<file path="src/htip_pkg.sv">
// Shared definitions for the hex text parser: character codes, prefix modes,
// the character limit and the hex digit decoder. No dependencies.
`default_nettype none

package htip_pkg;

	// Longest kept string, prefix included.
	localparam logic [6:0] MAX_CHARS = 7'd66;

	localparam logic [7:0] CH_NUL       = 8'h00;
	localparam logic [7:0] CH_BACKSPACE = 8'h08;
	localparam logic [7:0] CH_LF        = 8'h0A;
	localparam logic [7:0] CH_CR        = 8'h0D;
	localparam logic [7:0] CH_ESC       = 8'h1B;
	localparam logic [7:0] CH_ZERO      = 8'h30;
	localparam logic [7:0] CH_X_LOWER   = 8'h78;
	localparam logic [7:0] CH_X_UPPER   = 8'h58;

	localparam logic STATUS_OK  = 1'b0;
	localparam logic STATUS_ERR = 1'b1;

	typedef enum logic [1:0] {
		PFX_NONE = 2'd0,
		PFX_ZERO = 2'd1,
		PFX_0X   = 2'd2,
		PFX_X    = 2'd3
	} prefix_mode_t;

	typedef struct packed {
		logic       ok;
		logic [3:0] value;
	} hex_digit_t;

	function automatic logic is_terminator(input logic [7:0] c);
		return (c == CH_NUL) || (c == CH_LF) || (c == CH_CR) || (c == CH_ESC);
	endfunction

	function automatic hex_digit_t hex_digit(input logic [7:0] c);
		hex_digit_t r;
		r.ok    = 1'b0;
		r.value = 4'd0;
		if (c >= 8'h30 && c <= 8'h39) begin
			r.ok    = 1'b1;
			r.value = c[3:0];
		end else if ((c >= 8'h41 && c <= 8'h46) || (c >= 8'h61 && c <= 8'h66)) begin
			r.ok    = 1'b1;
			r.value = c[3:0] + 4'd9;
		end
		return r;
	endfunction

endpackage

`default_nettype wire

</file>
<file path="src/hex_text_to_integer_parser_unit.sv">
// An accepted transaction is held in the input register and then applied to the parser state;
// the edge that applies a terminator also loads its result into the result register.
// Throughput: one character per cycle, sustained; a terminator stalls only while the
// result register holds a result that has not been taken.
// Reset (arst_n low, asynchronous): parser state, input and output valids all clear.
// Top level of the hex text parser; depends on htip_pkg.
`default_nettype none

module hex_text_to_integer_parser_unit (
	input  wire logic               clk,
	input  wire logic               arst_n,
	input  wire logic               in_valid,
	output logic                    in_ready,
	input  wire logic [7:0]         char_code,
	output logic                    out_valid,
	input  wire logic               out_ready,
	output logic signed [63:0]      parsed_value,
	output logic [6:0]              char_count,
	output logic                    status
);

	// Input register. Every accepted transaction lands here first; the character is
	// applied to the parser state when the input register advances.
	logic       valid_s1;
	logic [7:0] code_s1;

	// Parser state. The full character history is not kept: a backspace is undone from
	// the prefix mode, the kept length and the accumulator alone.
	logic [6:0]              kept_length_q;
	htip_pkg::prefix_mode_t  prefix_mode_q;
	logic [63:0]             acc_value_q;
	logic                    error_seen_q;

	// Result register, which separates the parser from the output handshake.
	logic        out_valid_q;
	logic [63:0] parsed_value_q;
	logic [6:0]  char_count_q;
	logic        status_q;

	logic                    term_s1;
	logic                    advance;
	htip_pkg::hex_digit_t    digit;
	logic                    is_x;
	logic                    full;
	logic [63:0]             bias_sum;
	logic [63:0]             acc_div16;
	logic [6:0]              kept_length_d;
	htip_pkg::prefix_mode_t  prefix_mode_d;
	logic [63:0]             acc_value_d;
	logic                    error_seen_d;

	assign term_s1 = htip_pkg::is_terminator(code_s1);

	// The character in the input register is consumed unless it is a terminator and
	// the result register still holds a result that is not being taken.
	assign advance  = valid_s1 && (!term_s1 || !out_valid_q || out_ready);
	assign in_ready = !valid_s1 || advance;

	assign digit = htip_pkg::hex_digit(code_s1);
	assign is_x  = (code_s1 == htip_pkg::CH_X_LOWER) || (code_s1 == htip_pkg::CH_X_UPPER);
	assign full  = (kept_length_q >= htip_pkg::MAX_CHARS);

	// Signed divide by 16 truncating toward zero: add 15 to a negative value, then
	// shift arithmetically.
	assign bias_sum  = acc_value_q + {60'd0, {4{acc_value_q[63]}}};
	assign acc_div16 = {{4{bias_sum[63]}}, bias_sum[63:4]};

	always_comb begin
		kept_length_d = kept_length_q;
		prefix_mode_d = prefix_mode_q;
		acc_value_d   = acc_value_q;
		error_seen_d  = error_seen_q;
		if (term_s1) begin
			kept_length_d = 7'd0;
			prefix_mode_d = htip_pkg::PFX_NONE;
			acc_value_d   = 64'd0;
			error_seen_d  = 1'b0;
		end else if (!error_seen_q) begin
			if (code_s1 == htip_pkg::CH_ZERO && kept_length_q == 7'd0) begin
				// A leading zero opens a possible 0x prefix.
				if (full) begin
					error_seen_d = 1'b1;
				end else begin
					kept_length_d = kept_length_q + 7'd1;
					prefix_mode_d = htip_pkg::PFX_ZERO;
				end
			end else if (is_x && kept_length_q == 7'd0) begin
				if (full) begin
					error_seen_d = 1'b1;
				end else begin
					kept_length_d = kept_length_q + 7'd1;
					prefix_mode_d = htip_pkg::PFX_X;
				end
			end else if (is_x && prefix_mode_q == htip_pkg::PFX_ZERO
					&& kept_length_q == 7'd1) begin
				if (full) begin
					error_seen_d = 1'b1;
				end else begin
					kept_length_d = kept_length_q + 7'd1;
					prefix_mode_d = htip_pkg::PFX_0X;
				end
			end else if (digit.ok && prefix_mode_q != htip_pkg::PFX_ZERO) begin
				// Shift in one nibble; the low nibble is zero after the shift, so the add
				// reduces to a concatenation.
				if (full) begin
					error_seen_d = 1'b1;
				end else begin
					kept_length_d = kept_length_q + 7'd1;
					acc_value_d   = {acc_value_q[59:0], digit.value};
				end
			end else if (code_s1 == htip_pkg::CH_BACKSPACE) begin
				if (kept_length_q != 7'd0) begin
					if (kept_length_q == 7'd1 && (prefix_mode_q == htip_pkg::PFX_ZERO
							|| prefix_mode_q == htip_pkg::PFX_X)) begin
						prefix_mode_d = htip_pkg::PFX_NONE;
					end else if (kept_length_q == 7'd2 && prefix_mode_q == htip_pkg::PFX_0X) begin
						prefix_mode_d = htip_pkg::PFX_ZERO;
					end else begin
						acc_value_d = acc_div16;
					end
					kept_length_d = kept_length_q - 7'd1;
				end
			end else begin
				// Anything else spoils the string until the next terminator.
				error_seen_d = 1'b1;
			end
		end
	end

	// Control registers.
	always_ff @(posedge clk or negedge arst_n) begin
		if (!arst_n) begin
			valid_s1      <= 1'b0;
			kept_length_q <= 7'd0;
			prefix_mode_q <= htip_pkg::PFX_NONE;
			acc_value_q   <= 64'd0;
			error_seen_q  <= 1'b0;
			out_valid_q   <= 1'b0;
		end else begin
			if (in_ready) begin
				valid_s1 <= in_valid;
			end
			if (advance) begin
				kept_length_q <= kept_length_d;
				prefix_mode_q <= prefix_mode_d;
				acc_value_q   <= acc_value_d;
				error_seen_q  <= error_seen_d;
			end
			if (advance && term_s1) begin
				out_valid_q <= 1'b1;
			end else if (out_ready) begin
				out_valid_q <= 1'b0;
			end
		end
	end

	// Payload registers, no reset needed.
	always_ff @(posedge clk) begin
		if (in_ready && in_valid) begin
			code_s1 <= char_code;
		end
		if (advance && term_s1) begin
			parsed_value_q <= acc_value_q;
			char_count_q   <= error_seen_q ? 7'd0 : kept_length_q;
			status_q       <= error_seen_q ? htip_pkg::STATUS_ERR : htip_pkg::STATUS_OK;
		end
	end

	assign out_valid    = out_valid_q;
	assign parsed_value = parsed_value_q;
	assign char_count   = char_count_q;
	assign status       = status_q;

endmodule

`default_nettype wire

</file>
<file path="config.mk">
export PLATFORM = sky130hd
export DESIGN_NAME = hex_text_to_integer_parser_unit
export DESIGN_NICKNAME = d
export VERILOG_FILES = /design/src/htip_pkg.sv /design/src/hex_text_to_integer_parser_unit.sv
export SDC_FILE = /design/constraint.sdc
export NUM_CORES = 1
export LEC_CHECK = 0
export ABC_AREA = 1
export BUFFER_PORTS_ARGS = -buffer_cell sky130_fd_sc_hd__buf_2
export CORE_AREA = 2 2 166 168
export DETAILED_ROUTE_END_ITERATION = 12
export DIE_AREA = 0 0 168 170
export GPL_TIMING_DRIVEN = 0
export SLEW_MARGIN = 0
export SYNTH_ARGS = -nofsm -noshare
export SYNTH_HDL_FRONTEND = slang
export SYNTH_SLANG_ARGS = --single-unit
</file>
<file path="constraint.sdc">
create_clock -name clk -period 3.5 [get_ports clk]
set_input_delay 0.7 -clock clk [delete_from_list [all_inputs] [get_ports clk]]
set_output_delay 0.7 -clock clk [all_outputs]
set_load 0.02 [all_outputs]
</file>
==> reports/metrics.cfg <==
[status]
run_status=finished clean

[critical_path]
worst_r2r_startpoint=acc_value_q[63]$_DFFE_PN0P_
worst_path_largest_cell_delay_ns=0.50
crit_chain=ha_1, nand2_1, nor2_1, nand2_1, o21ai_1, nand2_1, nor2_2, nand2_1, a21o_1, nand2_1, nand2_1
critPathLaunchType=flop
crit_start=acc_value_q[63]$_DFFE_PN0P_
crit_path_max_fanout=9
timing.critical_path.required_ns=3.83
kind_of_capture_point_of_the_worst_setup_path=flop
cp_top_family=simple AND/OR/NAND/NOR gates
buf_inv_on_cp=0
critical_path_data_arrival_time_ns=3.14
setup.worst_path.class=flop to flop
crit_path_frequent_cell=nand2_1
crit_path_top_delay_cell=dfrtp_1

[global_route]
global_route.usage.total_pct=21.7
antenna_found_initial=0
grt.overflow.total=0
wire_length_of_the_first_global_routing_pass_um=46600
maximum_number_of_pins_on_one_net_before_global_route_repair=74
number_of_global_route_vias_before_repair=7971

[cells_and_area]
area_overhead_of_the_layout_relative_to_synthesis_pct=16.2
diodes=0
final.fill_count=2764
finalNetCount=1343
final_layout_size_suffix_gt1_share_pct=15.1

[yosys]
syn-num-nets=1238
ys_async_sr_fraction_pct=48.7
synth_cell_types=41
synthCells=1214
yosys-mux-area-fraction_pct=0
synthFlopType=edfxtp_1
combinational_family_with_the_most_area_after_synthesis=simple AND/OR/NAND/NOR gates
synthMostInstantiatedCell=nand2_1
yosys.area_share.adder_pct=1.63
xor_and_xnor_fraction_of_the_mapped_netlist_area_pct=1.52
synth.top_cell.area_share_pct=26.0
synth_enable_flop_cells=80
ys_seq_area_share_pct=46.6
synthesis.area_per_instance_sq_um=7.61
yosys.area_share.simple_pct=37.8
yosysWarnings=0
post_synth_most_frequent_cells=nand2_1 (426), nor2_1 (144), nand3_1 (119), inv_1 (113), edfxtp_1 (80)
mappedNetlistArea_sq_um=9240
synth-compound-area-share_pct=5.27
synth.ff_latch_count=156
synthDominantAreaCellType=edfxtp_1
post_synth_main_area_contributors=edfxtp_1 (26%), dfrtp_1 (21%), nand2_1 (17%)

[die]
ioPinCount=86
die_height_um=170
design.die.area_sq_um=28600
chipWidth_um=168
start_util_pct=34.7
row_count=60
design.core.area_sq_um=26700

[placed_design]
dpl.hpwl_um=23000
placement.setup.worst_slack_ns=0.710
gp_congestion=0.938
place.port_buffers=85

[route]
dr_total_vias=8458
wl_um=30300
drt_via_density=5.06
detail-route-antenna-nets=0
remaining_drc_errors=0
drtPass1Iterations=5
wire_per_inst_um=18.1
dr.first_iter.drc_count=872

[timing]
finalHoldViolations=0
unrepaired_setup_endpoints_after_global_routing=false
maximum_clock_rate_ghz=0.356
max_slew_margin_pct=39.0
final.setup.worst_slack_ns=0.692
skew_ns=0.0127
setup_failing_eps_final=0
maxSlewViolCount=0
final_min_period_over_clock_period_pct=80.2
final_period_minus_worst_setup_slack_ns=2.81
transition_time_at_the_pin_with_the_least_slew_margin_ns=0.915

[pwr]
static_leakage_nw=4.69
finalPower_mw=4.46
power.share.sequential_pct=47.0
clkPwrFrac_pct=44.0
switching_share_pct=25.2
power_per_cell_area_nw_per_um2=415
switchingPower_mw=1.12
combinational_power_share_pct=9.0
power_report.internal_total_mw=3.33
worst_ir_drop_vdd_v=0.000247

[clock_network]
worst_skew_pair.late_latency_ns=0.44
clock_sinks=156
htreeDepth=4
cts_hold_buf=0
tritoncts_clock_tree=yes
clk_pin_slew_ns=0.07
cts-root-buf=clkbuf_16
cts-root-to-sink-buffers=2
cts-resized-gates=0
post_cts_repair_setup_buffers=0
tritoncts.num_buffers=17

[worst_hold_path]
hold_path.class=input port to async pin

[job]
timing.max_cap.violations=0

## per-stage QoR
| step | instance area [sq um] | hold WS (ns) | cells | setup TNS, ns | utilization [%] |
|---|---|---|---|---|---|
| after floorplan | 9240 | 0.404 | 1214 | 0 | - |
| after global placement | 10100 | 0.427 | 1640 | -34.71 | 37.8 |
| after detailed placement | 10100 | 0.429 | 1641 | 0 | 38.0 |
| after CTS | 10700 | 0.0884 | 1672 | 0 | 40.3 |
| after global routing | 10700 | 0.0911 | 1672 | 0 | 40.3 |
| final | 10700 | 0.0909 | 1672 | 0 | 40.3 |
## cell families (layout without fill, tap and decap cells)
logic type      after synthesis  in the layout
flops                       156            156
simple gates                786            786
buf+inv                     154            271
fa+ha+maj                    12             12
xor+xnor                     16             16
compound gates               90             90
## placed cells by master (no fill, tap or decap), types with 6 or more instances in the layout
cell,instances
a21oi_1,11
buf_2,101
buf_6,8
clkbuf_1,7
clkbuf_16,17
dfrtp_1,76
edfxtp_1,80
ha_1,12
inv_1,112
inv_2,7
nand2_1,426
nand2_2,8
nand3_1,119
nand3_2,22
nand3b_1,18
nand4_1,18
nor2_1,144
nor3_1,9
o21ai_0,61
or2_2,6
xor2_1,13
## power groups by stage
| stage | clock [mW] | combinational (mW) | sequential, mW |
|---|---|---|---|
| finish | 1.96 | 0.403 | 2.09 |
| global placement | 0 | 0.392 | 2.13 |
| CTS | 1.99 | 0.404 | 2.09 |
| global route | 2.07 | 0.456 | 2.10 |
| floorplan | 0 | 0.283 | 2.09 |
| detailed placement | 0 | 0.402 | 2.13 |
## flip-flops by register name, summed over array words and instances (netlist names)
name           cells
prefix_mode_q      2
acc_value_q       64
char_count         7
code_s1            8
status             1
valid_s1           1
kept_length_q      7
parsed_value      64
error_seen_q       1
out_valid          1
## metal layers
| metal | track usage (%) | share of wire, % | up-vias |
|---|---|---|---|
| met5 | 0 | 0 | - |
| met4 | 6.84 | 2.4 | 0 |
| met3 | 3.30 | 6.4 | 53 |
| met2 | 35.4 | 46 | 304 |
| met1 | 29.7 | 45 | 3949 |
| li1 | - | - | 4152 |
## final timing paths
path                            slack [ns]                           end  cells after the start
worst max-delay path                  0.69   acc_value_q[48]$_DFFE_PN0P_                     11
worst min-delay path                  0.09  prefix_mode_q[1]$_DFFE_PN0P_                      1
worst max register to register        0.69   acc_value_q[48]$_DFFE_PN0P_                     11
worst min register to register        0.44     parsed_value[4]$_DFFE_PP_                      0
max in group asynchronous             2.78   acc_value_q[17]$_DFFE_PN0P_                      2
min in group clk                      0.44          code_s1[5]$_DFFE_PP_                      1
## cell type report
class / count / area [sq um] / area share (%)
Timing Repair Buffer: 86 / 455 / 4.24
Clock inverter: 12 / 171 / 1.60
Inverter: 121 / 457 / 4.25
Buffer: 33 / 213 / 1.98
Clock buffer: 19 / 443 / 4.13
Multi-Input combinational cell: 904 / 4260 / 39.7
Sequential cell: 156 / 4300 / 40.1
Tap cell: 341 / 427 / 3.97
Power figures use the tool's default switching activity.
